==> src/rtl/vccpu_ram.sv <==
// Generic simple dual-port RAM with one write port and a registered read port.
// No dependencies.
module vccpu_ram #(
   parameter int unsigned WIDTH = 8,
   parameter int unsigned DEPTH = 16
) (
   input  logic                     clock,
   input  logic                     we,
   input  logic [$clog2(DEPTH)-1:0] waddr,
   input  logic [WIDTH-1:0]         wdata,
   input  logic [$clog2(DEPTH)-1:0] raddr,
   output logic [WIDTH-1:0]         rdata
);

   logic [WIDTH-1:0] mem_ff [DEPTH];
   logic [WIDTH-1:0] rdata_ff;

   always_ff @(posedge clock) begin
      if (we) begin
         mem_ff[waddr] <= wdata;
      end
      rdata_ff <= mem_ff[raddr];
   end

   assign rdata = rdata_ff;

endmodule

==> config.mk <==
export PLATFORM = sky130hd
export DESIGN_NAME = vccpu_ram
export DESIGN_NICKNAME = d
export VERILOG_FILES = /design/src/rtl/vccpu_ram.sv
export SDC_FILE = /design/constraint.sdc
export NUM_CORES = 1
export LEC_CHECK = 0
export BUFFER_PORTS_ARGS = -buffer_cell sky130_fd_sc_hd__buf_2
export CAP_MARGIN = 20
export CORE_MARGIN = 4
export CORE_UTILIZATION = 25
export CTS_CLUSTER_SIZE = 28
export DETAILED_ROUTE_END_ITERATION = 8
export GPL_TIMING_DRIVEN = 0
export PLACE_DENSITY = 0.47
export SYNTH_ARGS = -nofsm -noshare
export SYNTH_HDL_FRONTEND = slang
export SYNTH_SLANG_ARGS = --single-unit
==> constraint.sdc <==
create_clock -name clock -period 1.79 [get_ports clock]
set_input_delay 0.179 -clock clock [delete_from_list [all_inputs] [get_ports clock]]
set_output_delay 0.179 -clock clock [all_outputs]
set_load 0.02 [all_outputs]
==> summary.md <==
| Metric | Value |
|---|---|
| Status | finished clean |
| Drt pass-1 iters | 4 |
| CTS tree | built |
| Peak fanout along the critical path | 1 |
| Sequential share of the synthesized area | 77.8% |
| Worst hold path class | in -> reg |
| Post-DR vias/cell | 4.21 |
| Avg Inst Size Synth | 22.5 µm² |
| HP Start | wdata[5] |
| Row count | 52 |
| Max-cap violations | 0 |
| Clock buffer depth | 2 |
| Area grow syn2layout | 21.4% |
| Fin nets | 294 |
| Gr ovfl total | 0 |
| FF-to-FF End | rdata[0] |
| Fillers | 1944 |
| CTS Root Cell | clkbuf_16 |
| CP required | 2.07 ns |
| Commonest cells after routing, fill and taps aside | edfxtp_1 (128), buf_2 (29), mux4_2 (18), clkbuf_16 (17), a22oi_1 (16) |
| Crit share post-route | 84.3% |
| First-pass GRT wire length | 15900 µm |
| Initial Util | 25.4% |
| Post-CTS Setup Bufs | 0 |
| # IOs | 26 |
| DP HPWL | 7360 µm |
| Hold Path Stages | 1 |
| Initial antenna violation count | 0 |
| Final hold slack | 0.174 ns |
| Reg2reg path depth | 3 |
| FF-to-FF setup slack | 0.28 ns |
| Synth warnings | 0 |
| Synth Cell Area | 0.00515 mm² |
| CTS HTree Levels | 4 |
| CORE AREA | 0.0202 mm² |
| Max_slew headroom | 42.7% |
| Fin. Hold Viols | 0 |
| Drt first-iter violations | 232 |
| Final setup viols | 0 |
| Syn nets | 247 |
| Die height | 151 µm |
| Final critical-path required period | 1.51 ns |
| Post-Layout Cell Count | 559 |
| Max IR drop VDD | 0.000663 V |
| Max Freq | 662 MHz |
| R2r startpoint | mem_ff[0][0] |
| Resize count post-CTS | 0 |
| Num Clock Sinks | 136 |
| Vias in the first global route | 2443 |
| CP startpoint kind | register |
| Clk Latency, worst-skew pair | 0.41 ns |
| Mapped Cells | 229 |
| Synthesized flop and latch total | 136 |
| Fin Clk Skew | 0.00681 ns |
| CP Capture Type | register |
| CTS Buf Count | 17 |
| Placed insts | 527 |
| Gr usage total | 10.2% |
| Max-slew violation count | 0 |
| Leakage Power | 2.06 nW |
| Detailed-route DRC error count | 0 |
| Die W | 151 µm |
| Distinct cells, synth | 19 |
| N_diodes | 0 |
| Crit path DAT | 1.79 ns |
| Reg clk slew, reported paths | 0.06 ns |
| Finished Core Util | 30.9% |
| Most common cell after layout, fill and taps aside | edfxtp_1 |
| DIE AREA | 0.0229 mm² |
| Worst-margin pin slew | 0.857 ns |
| Final ANT Viol Nets | 0 |
| Hold EP | mem_ff[4][5] |
| Total wire length | 11000 µm |
| Layout cells sized above 1 | 28.7% |
| GPL Wtd Cong | 0.782 |
| Largest net degree at the start of global routing | 17 |
| Hold buffer count at cts | 0 |
| DR WL/cell | 19.7 µm |
| CP Class | reg -> reg |
| IO buf count | 24 |
| Power density cells | 1210 mW/mm² |
| RSZ-0062 raised after global routing | false |
| Vias | 2352 |
-- cells in the mapped netlist, drive strengths merged --
cell	number	area (µm²)
nand3	1	5.00
nor2	13	48.8
a22oi	16	120
nand3b	2	15.0
or3b	1	8.76
and2	1	6.26
nor3	4	20.0
buf	7	56.3
nor2b	1	6.26
mux4	32	773
and2b	1	7.51
edfxtp	128	3840
nand2b	2	12.5
dfxtp	8	160
clkdlybuf4s25	3	30.0
nand2	9	33.8
-- per-stage QoR --
step | worst slack [ns] | TNS (ns) | power, mW | area, µm²
floorplan | 0.118 | 0 | 3.85 | 5150
global placement | -0.508 | -11.69 | 4.02 | 5610
detailed placement | -0.124 | -3.02 | 4.03 | 5630
CTS | 0.249 | 0 | 7.68 | 6250
global route | 0.0884 | 0 | 7.86 | 6250
finish | 0.280 | 0 | 7.59 | 6250
-- routing by layer --
metal  wire length [µm]  vias up  track usage (%)  part of all wire (%)
li1                   -     1065                -                     -
met1               4970     1217             13.6                    45
met2               5280       59             15.6                    48
met3                649       11             3.75                   5.9
met4                140        0             3.50                   1.3
met5                  0        -                0                     0
-- report_power, final --
group	switching, mW	internal [mW]
logic	0.232	0.143
registers	0.0162	3.56
clock network	1.18	2.45
-- how the worst max path moves through the flow --
stage / startpoint / end / slack, ns
after floorplan: waddr[2] / mem_ff[0][0] / 0.12
after global placement: waddr[2] / mem_ff[0][2] / -0.51
after detailed placement: waddr[2] / mem_ff[3][7] / -0.12
after CTS: mem_ff[5][0] / rdata[0] / 0.25
after global routing: mem_ff[5][0] / rdata[0] / 0.09
final: mem_ff[0][0] / rdata[0] / 0.28
-- state kept, by name, summed over array words and instances, names as in the netlist --
register	cells
mem_ff	128
rdata	8
-- worst max-delay path, cell delays in order (launching register included) --
cell	delay [ns]
edfxtp_1	0.36
mux4_1	0.50
a22oi_1	0.41
nand2_1	0.11
-- cell type report --
type	instances	area (µm²)	share of cell area [%]
Clock buffer	21	440	7.05
Clock inverter	11	178	2.84
Timing Repair Buffer	28	145	2.32
Tap cell	270	338	5.41
Multi-Input combinational cell	83	1060	16.9
Sequential cell	136	4000	64.1
Buffer	10	86.3	1.38
-- logic make-up (layout without fill, tap and decap cells) --
group                  after synthesis  after routing  synth area share [%]
AOI/OAI and AO/OA                   16             16                  2.33
buffers and inverters               10             70                  1.68
and+or+nand+nor                     35             35                  3.18
DFF                                136            136                  77.8
muxes                               32             32                  15.0
Note: power is estimated with default switching activity, not from simulation.
