--- src/rtl/vccpu_pkg.sv ---
// Shared types, codes and constant tables for the virtual console CPU core.
// Used by vccpu_alu and virtual_console_cpu_core; depends on nothing else.
package vccpu_pkg;

   localparam int unsigned MEM_BYTES  = 4096;
   localparam int unsigned SCREEN_W   = 64;
   localparam int unsigned SCREEN_H   = 32;
   localparam logic [11:0] PC_RESET   = 12'h200;
   localparam logic [11:0] FONT_BASE  = 12'h050;
   localparam logic [11:0] FONT_END   = 12'h0A0;
   localparam logic [15:0] OPC_CLS    = 16'h00E0;
   localparam logic [15:0] OPC_RET    = 16'h00EE;
   localparam logic [7:0]  FN_GET_DT  = 8'h07;
   localparam logic [7:0]  FN_WAITKEY = 8'h0A;
   localparam logic [7:0]  FN_SET_DT  = 8'h15;
   localparam logic [7:0]  FN_SET_ST  = 8'h18;
   localparam logic [7:0]  FN_ADD_I   = 8'h1E;
   localparam logic [7:0]  FN_GLYPH   = 8'h29;
   localparam logic [7:0]  FN_BCD     = 8'h33;
   localparam logic [7:0]  FN_STORE   = 8'h55;
   localparam logic [7:0]  FN_LOAD    = 8'h65;
   localparam logic [7:0]  FN_SKP     = 8'h9E;
   localparam logic [7:0]  FN_SKNP    = 8'hA1;
   localparam logic [3:0]  FLAG_REG   = 4'hF;

   localparam logic [7:0] FONT_ROM [80] = '{
      8'hF0, 8'h90, 8'h90, 8'h90, 8'hF0, 8'h20, 8'h60, 8'h20, 8'h20, 8'h70,
      8'hF0, 8'h10, 8'hF0, 8'h80, 8'hF0, 8'hF0, 8'h10, 8'hF0, 8'h10, 8'hF0,
      8'h90, 8'h90, 8'hF0, 8'h10, 8'h10, 8'hF0, 8'h80, 8'hF0, 8'h10, 8'hF0,
      8'hF0, 8'h80, 8'hF0, 8'h90, 8'hF0, 8'hF0, 8'h10, 8'h20, 8'h40, 8'h40,
      8'hF0, 8'h90, 8'hF0, 8'h90, 8'hF0, 8'hF0, 8'h90, 8'hF0, 8'h10, 8'hF0,
      8'hF0, 8'h90, 8'hF0, 8'h90, 8'h90, 8'hE0, 8'h90, 8'hE0, 8'h90, 8'hE0,
      8'hF0, 8'h80, 8'h80, 8'h80, 8'hF0, 8'hE0, 8'h90, 8'h90, 8'h90, 8'hE0,
      8'hF0, 8'h80, 8'hF0, 8'h80, 8'hF0, 8'hF0, 8'h80, 8'hF0, 8'h80, 8'h80
   };

   typedef enum logic [2:0] {
      ACT_EXEC  = 3'd0,
      ACT_TICK  = 3'd1,
      ACT_WRMEM = 3'd2,
      ACT_RDROW = 3'd3,
      ACT_RDMEM = 3'd4
   } action_type;

   typedef enum logic [1:0] {
      STAT_OK        = 2'd0,
      STAT_BAD_OP    = 2'd1,
      STAT_OVERFLOW  = 2'd2,
      STAT_UNDERFLOW = 2'd3
   } status_type;

   typedef enum logic [3:0] {
      GRP_SYS  = 4'h0, GRP_JP   = 4'h1, GRP_CALL = 4'h2, GRP_SEI  = 4'h3,
      GRP_SNEI = 4'h4, GRP_SER  = 4'h5, GRP_LDI  = 4'h6, GRP_ADDI = 4'h7,
      GRP_ALU  = 4'h8, GRP_SNER = 4'h9, GRP_LDIX = 4'hA, GRP_JPV0 = 4'hB,
      GRP_RND  = 4'hC, GRP_DRW  = 4'hD, GRP_KEY  = 4'hE, GRP_MISC = 4'hF
   } op_group_type;

   typedef enum logic [3:0] {
      ALU_MOV  = 4'h0,
      ALU_OR   = 4'h1,
      ALU_AND  = 4'h2,
      ALU_XOR  = 4'h3,
      ALU_ADD  = 4'h4,
      ALU_SUB  = 4'h5,
      ALU_SHR  = 4'h6,
      ALU_SUBN = 4'h7,
      ALU_SHL  = 4'hE
   } alu_op_type;

   typedef struct packed {
      alu_op_type op;
      logic [7:0] a;
      logic [7:0] b;
   } alu_ctrl_type;

   typedef struct packed {
      logic [7:0] value;
      logic       flag;
      logic       legal;
   } alu_res_type;

   typedef enum logic [4:0] {
      ST_CLEAR, ST_IDLE, ST_DISPATCH, ST_FETCH_LO, ST_DECODE, ST_READ_Y,
      ST_GOT_Y, ST_EXEC, ST_WR_VF, ST_CLS, ST_DRAW_RD, ST_DRAW_WR,
      ST_DRAW_END, ST_RET_WAIT, ST_BCD, ST_STORE_RD, ST_STORE_WR,
      ST_LOAD_RD, ST_LOAD_WR, ST_MEM_WAIT, ST_DONE
   } state_type;

endpackage

--- src/rtl/vccpu_alu.sv ---
// Shared 8-bit arithmetic and logic unit for register operations.
// Depends on vccpu_pkg for the operation codes and the control structs.
module vccpu_alu
   import vccpu_pkg::*;
(
   input  alu_ctrl_type ctrl,
   output alu_res_type  res
);

   logic [8:0] sum;

   always_comb begin
      sum       = {1'b0, ctrl.a} + {1'b0, ctrl.b};
      res.value = ctrl.b;
      res.flag  = 1'b0;
      res.legal = 1'b1;
      case (ctrl.op)
         ALU_MOV:  res.value = ctrl.b;
         ALU_OR:   res.value = ctrl.a | ctrl.b;
         ALU_AND:  res.value = ctrl.a & ctrl.b;
         ALU_XOR:  res.value = ctrl.a ^ ctrl.b;
         ALU_ADD: begin
            res.value = sum[7:0];
            res.flag  = sum[8];
         end
         ALU_SUB: begin
            res.value = ctrl.a - ctrl.b;
            res.flag  = (ctrl.a >= ctrl.b);
         end
         ALU_SHR: begin
            res.value = {1'b0, ctrl.b[7:1]};
            res.flag  = ctrl.b[0];
         end
         ALU_SUBN: begin
            res.value = ctrl.b - ctrl.a;
            res.flag  = (ctrl.b >= ctrl.a);
         end
         ALU_SHL: begin
            res.value = {ctrl.b[6:0], 1'b0};
            res.flag  = ctrl.b[7];
         end
         default:  res.legal = 1'b0;
      endcase
   end

endmodule

--- config.mk ---
export PLATFORM = sky130hd
export DESIGN_NAME = vccpu_alu
export DESIGN_NICKNAME = d
export VERILOG_FILES = /design/src/rtl/vccpu_pkg.sv /design/src/rtl/vccpu_alu.sv
export SDC_FILE = /design/constraint.sdc
export NUM_CORES = 1
export LEC_CHECK = 0
export ABC_CLOCK_PERIOD_IN_PS = 2700
export BUFFER_PORTS_ARGS = -buffer_cell sky130_fd_sc_hd__buf_2
export CAP_MARGIN = 20
export CORE_MARGIN = 4
export CORE_UTILIZATION = 55
export DETAILED_ROUTE_END_ITERATION = 12
export PLACE_DENSITY = 0.78
export SYNTH_ARGS = -nofsm -noshare
export SYNTH_HDL_FRONTEND = slang
export SYNTH_SLANG_ARGS = --single-unit
--- constraint.sdc ---
create_clock -name vclk -period 2.7
set_input_delay 0.27 -clock vclk [all_inputs]
set_output_delay 0.27 -clock vclk [all_outputs]
set_load 0.02 [all_outputs]
==> qor.txt <==
Pleak: 0.966 nW
Crit path arrival time: 2.28 ns
VDD IR max: 107 uV
Worst Hold Launch: ctrl[0]
Final setup viols: 0
Slew margin rel.: 66.8%
Hold crit path type: in2out
Register Area: 0 um2
Width of the die: 64.5 um
Worst slack, placed: 0.121 ns
Post-route minimum period: 2.55 ns
Ys Warns: 0
Area after DPL: 1970 um2
Via density: 6.02
TritonRoute pass-1 iters: 5
Least-Margin Pin Slew: 0.498 ns
Unrepaired setup endpoints after global routing: false
Initial core utilization: 57.5%
Vias in the first global route: 1756
Pwr/cell area: 207 nW/um2
Startpoint types: primary input
Drt total wl: 5.07 mm
Vias: 1968
Sequential cell count: 0
Clk_buf instances: 0
Gate Count Post-Synth: 258
DR iter-0 viols: 268
Worst Setup Slack, final: 0.153 ns
Core Area: 3050 um2
Antenna fix cells: 0
CP Class: in2out
Worst Setup End Kind: output pin
Dpl hpwl: 4.02 mm
Postcts setup bufs: 0
Seq/Total Area, Yosys: 0%
DRC: 0
P&R area growth vs syn: 12.4%
Max FO, Critical Path: 8
Final period util: 94.3%
Per-cell routed wire length: 15.5 um
Slew Limit Fails: 0
Share of cells above drive strength 1: 18.0%
All-Layer GR Usage: 24.0%
Worst Hold Path EP: res[2]
RePlAce Congestion: 1.00
Synthesized Nets: 313
PortBufs: 30
Antenna violations before repair: 0
Hold path cells: 4
CP required: 2.43 ns
Largest net degree at the start of global routing: 29
Nets: 340
Die area: 4160 um2
Hold Violations, Final: 0
Total negative setup slack: 0 ns
# Max-Cap Violations: 0
Status: finished, final reports clean
# rows: 20
Netlist cell types: 49
Mapped cell area: 1750 um2
Congestion Overflow GR: 0
Die H: 64.5 um
Routed Antenna Nets: 0
Mean post-synth cell area: 6.80 um2
Total power: 0.000408 W
# IOs: 30
First-pass GRT wire length: 8.28 mm
Post-route cell area: 1970 um2
Peak Freq: 393 MHz
Fin util: 64.6%
-- cells in the final DEF (no fill, tap or decap), types with 4 or more instances in the layout --
master     n
a21oi_1   24
a221oi_1   4
and3_1     4
buf_2     30
buf_4     10
ha_1      30
inv_1     27
mux2i_1    7
nand2_1   20
nand2b_1   7
nand3_1    5
nor2_1    19
nor3_1     4
o211ai_1   4
o21ai_0   18
o21bai_1   5
o22ai_1    4
xnor2_1    9
-- Yosys cell counts, drive strengths merged --
cell type | count | share of area (%)
a2111o | 1 | 0.64
a211oi | 1 | 0.43
a21o | 3 | 1.3
a21oi | 24 | 6.8
a221o | 3 | 1.7
a221oi | 4 | 2.0
a222oi | 1 | 0.57
a22o | 2 | 1.0
a22oi | 2 | 1.1
a2bb2oi | 2 | 1.0
a31o | 2 | 1.0
a31oi | 3 | 1.1
a32oi | 1 | 0.50
and2 | 1 | 0.36
and3 | 5 | 1.9
buf | 9 | 2.6
clkbuf | 6 | 1.3
fa | 3 | 3.4
ha | 32 | 23
inv | 27 | 5.8
mux2i | 7 | 4.0
nand2 | 20 | 4.3
nand2b | 7 | 2.5
nand3 | 5 | 1.4
nand3b | 2 | 0.86
nand4 | 1 | 0.36
nor2 | 19 | 4.1
nor2b | 3 | 1.1
nor3 | 4 | 1.1
nor3b | 2 | 0.86
nor4 | 1 | 0.36
o211a | 1 | 0.57
o211ai | 5 | 2.4
o21ai | 18 | 5.1
o21bai | 5 | 2.1
o221a | 1 | 0.64
o221ai | 1 | 0.50
o22ai | 4 | 1.4
o311ai | 1 | 0.50
o31ai | 2 | 0.86
or2 | 3 | 1.1
or3 | 2 | 0.71
or4 | 3 | 1.4
xnor2 | 9 | 4.5
-- layer usage --
layer | part of all wire, % | up-vias | global-route usage, %
met5 | 0 | - | 0
met4 | 1.8 | 0 | 4.49
met3 | 9.1 | 18 | 2.95
met2 | 44 | 104 | 39.2
met1 | 45 | 870 | 34.1
li1 | - | 976 | -
-- how the worst max path moves through the flow --
stage / startpoint / end / slack, ns
6_report: ctrl[2] / res[8] / 0.15
5_1_grt: ctrl[0] / res[8] / 0.003
4_1_cts: ctrl[3] / res[8] / 0.11
3_5_place_dp: ctrl[3] / res[8] / 0.12
3_3_place_gp: ctrl[3] / res[8] / 0.13
2_1_floorplan: ctrl[6] / res[9] / 0.29
-- final cells by class --
| type | count | area, um2 |
|---|---|---|
| multi-input cells | 216 | 1590 |
| repair buffers | 40 | 225 |
| fillers | 295 | 1080 |
| well taps | 44 | 55.1 |
| inverters | 27 | 101 |
-- power breakdown --
group | internal, W | switching, W | total (W) | leakage (nW)
Sequential | 0 | 0 | 0 | 0
Clock | 0 | 0 | 0 | 0
Combinational | 0.000168 | 0.000241 | 0.000408 | 0.966
-- logic make-up after synthesis --
kind of cell | after synthesis | share of synthesized area [%]
xor gates and xnor gates | 9 | 4.49
AOI/OAI and AO/OA | 87 | 33.4
buffers and inverters | 42 | 9.63
muxes | 7 | 3.99
and+or+nand+nor | 78 | 22.3
adders and majority gates | 35 | 26.2
-- per-stage QoR --
stage	hold WS [ns]	std cells
after floorplan	0.744	258
after global placement	0.934	327
after detailed placement	0.936	327
after CTS	0.935	327
after global routing	0.998	327
final	0.934	327
-- worst max-delay path: stages --
cell and delay, ns:
buf_2 0.15, inv_1 0.07, ha_1 0.42, o21bai_1 0.10
a21o_1 0.21, a31o_1 0.24, a2111o_1 0.36, o211a_1 0.14
a22oi_2 0.13, buf_2 0.18
-- timing repair --
action	4_1_cts	5_1_grt
endpoints found under the setup margin	0	2
resized for setup	0	2
hold buffers	0	0
(Power assumes the default switching activity.)
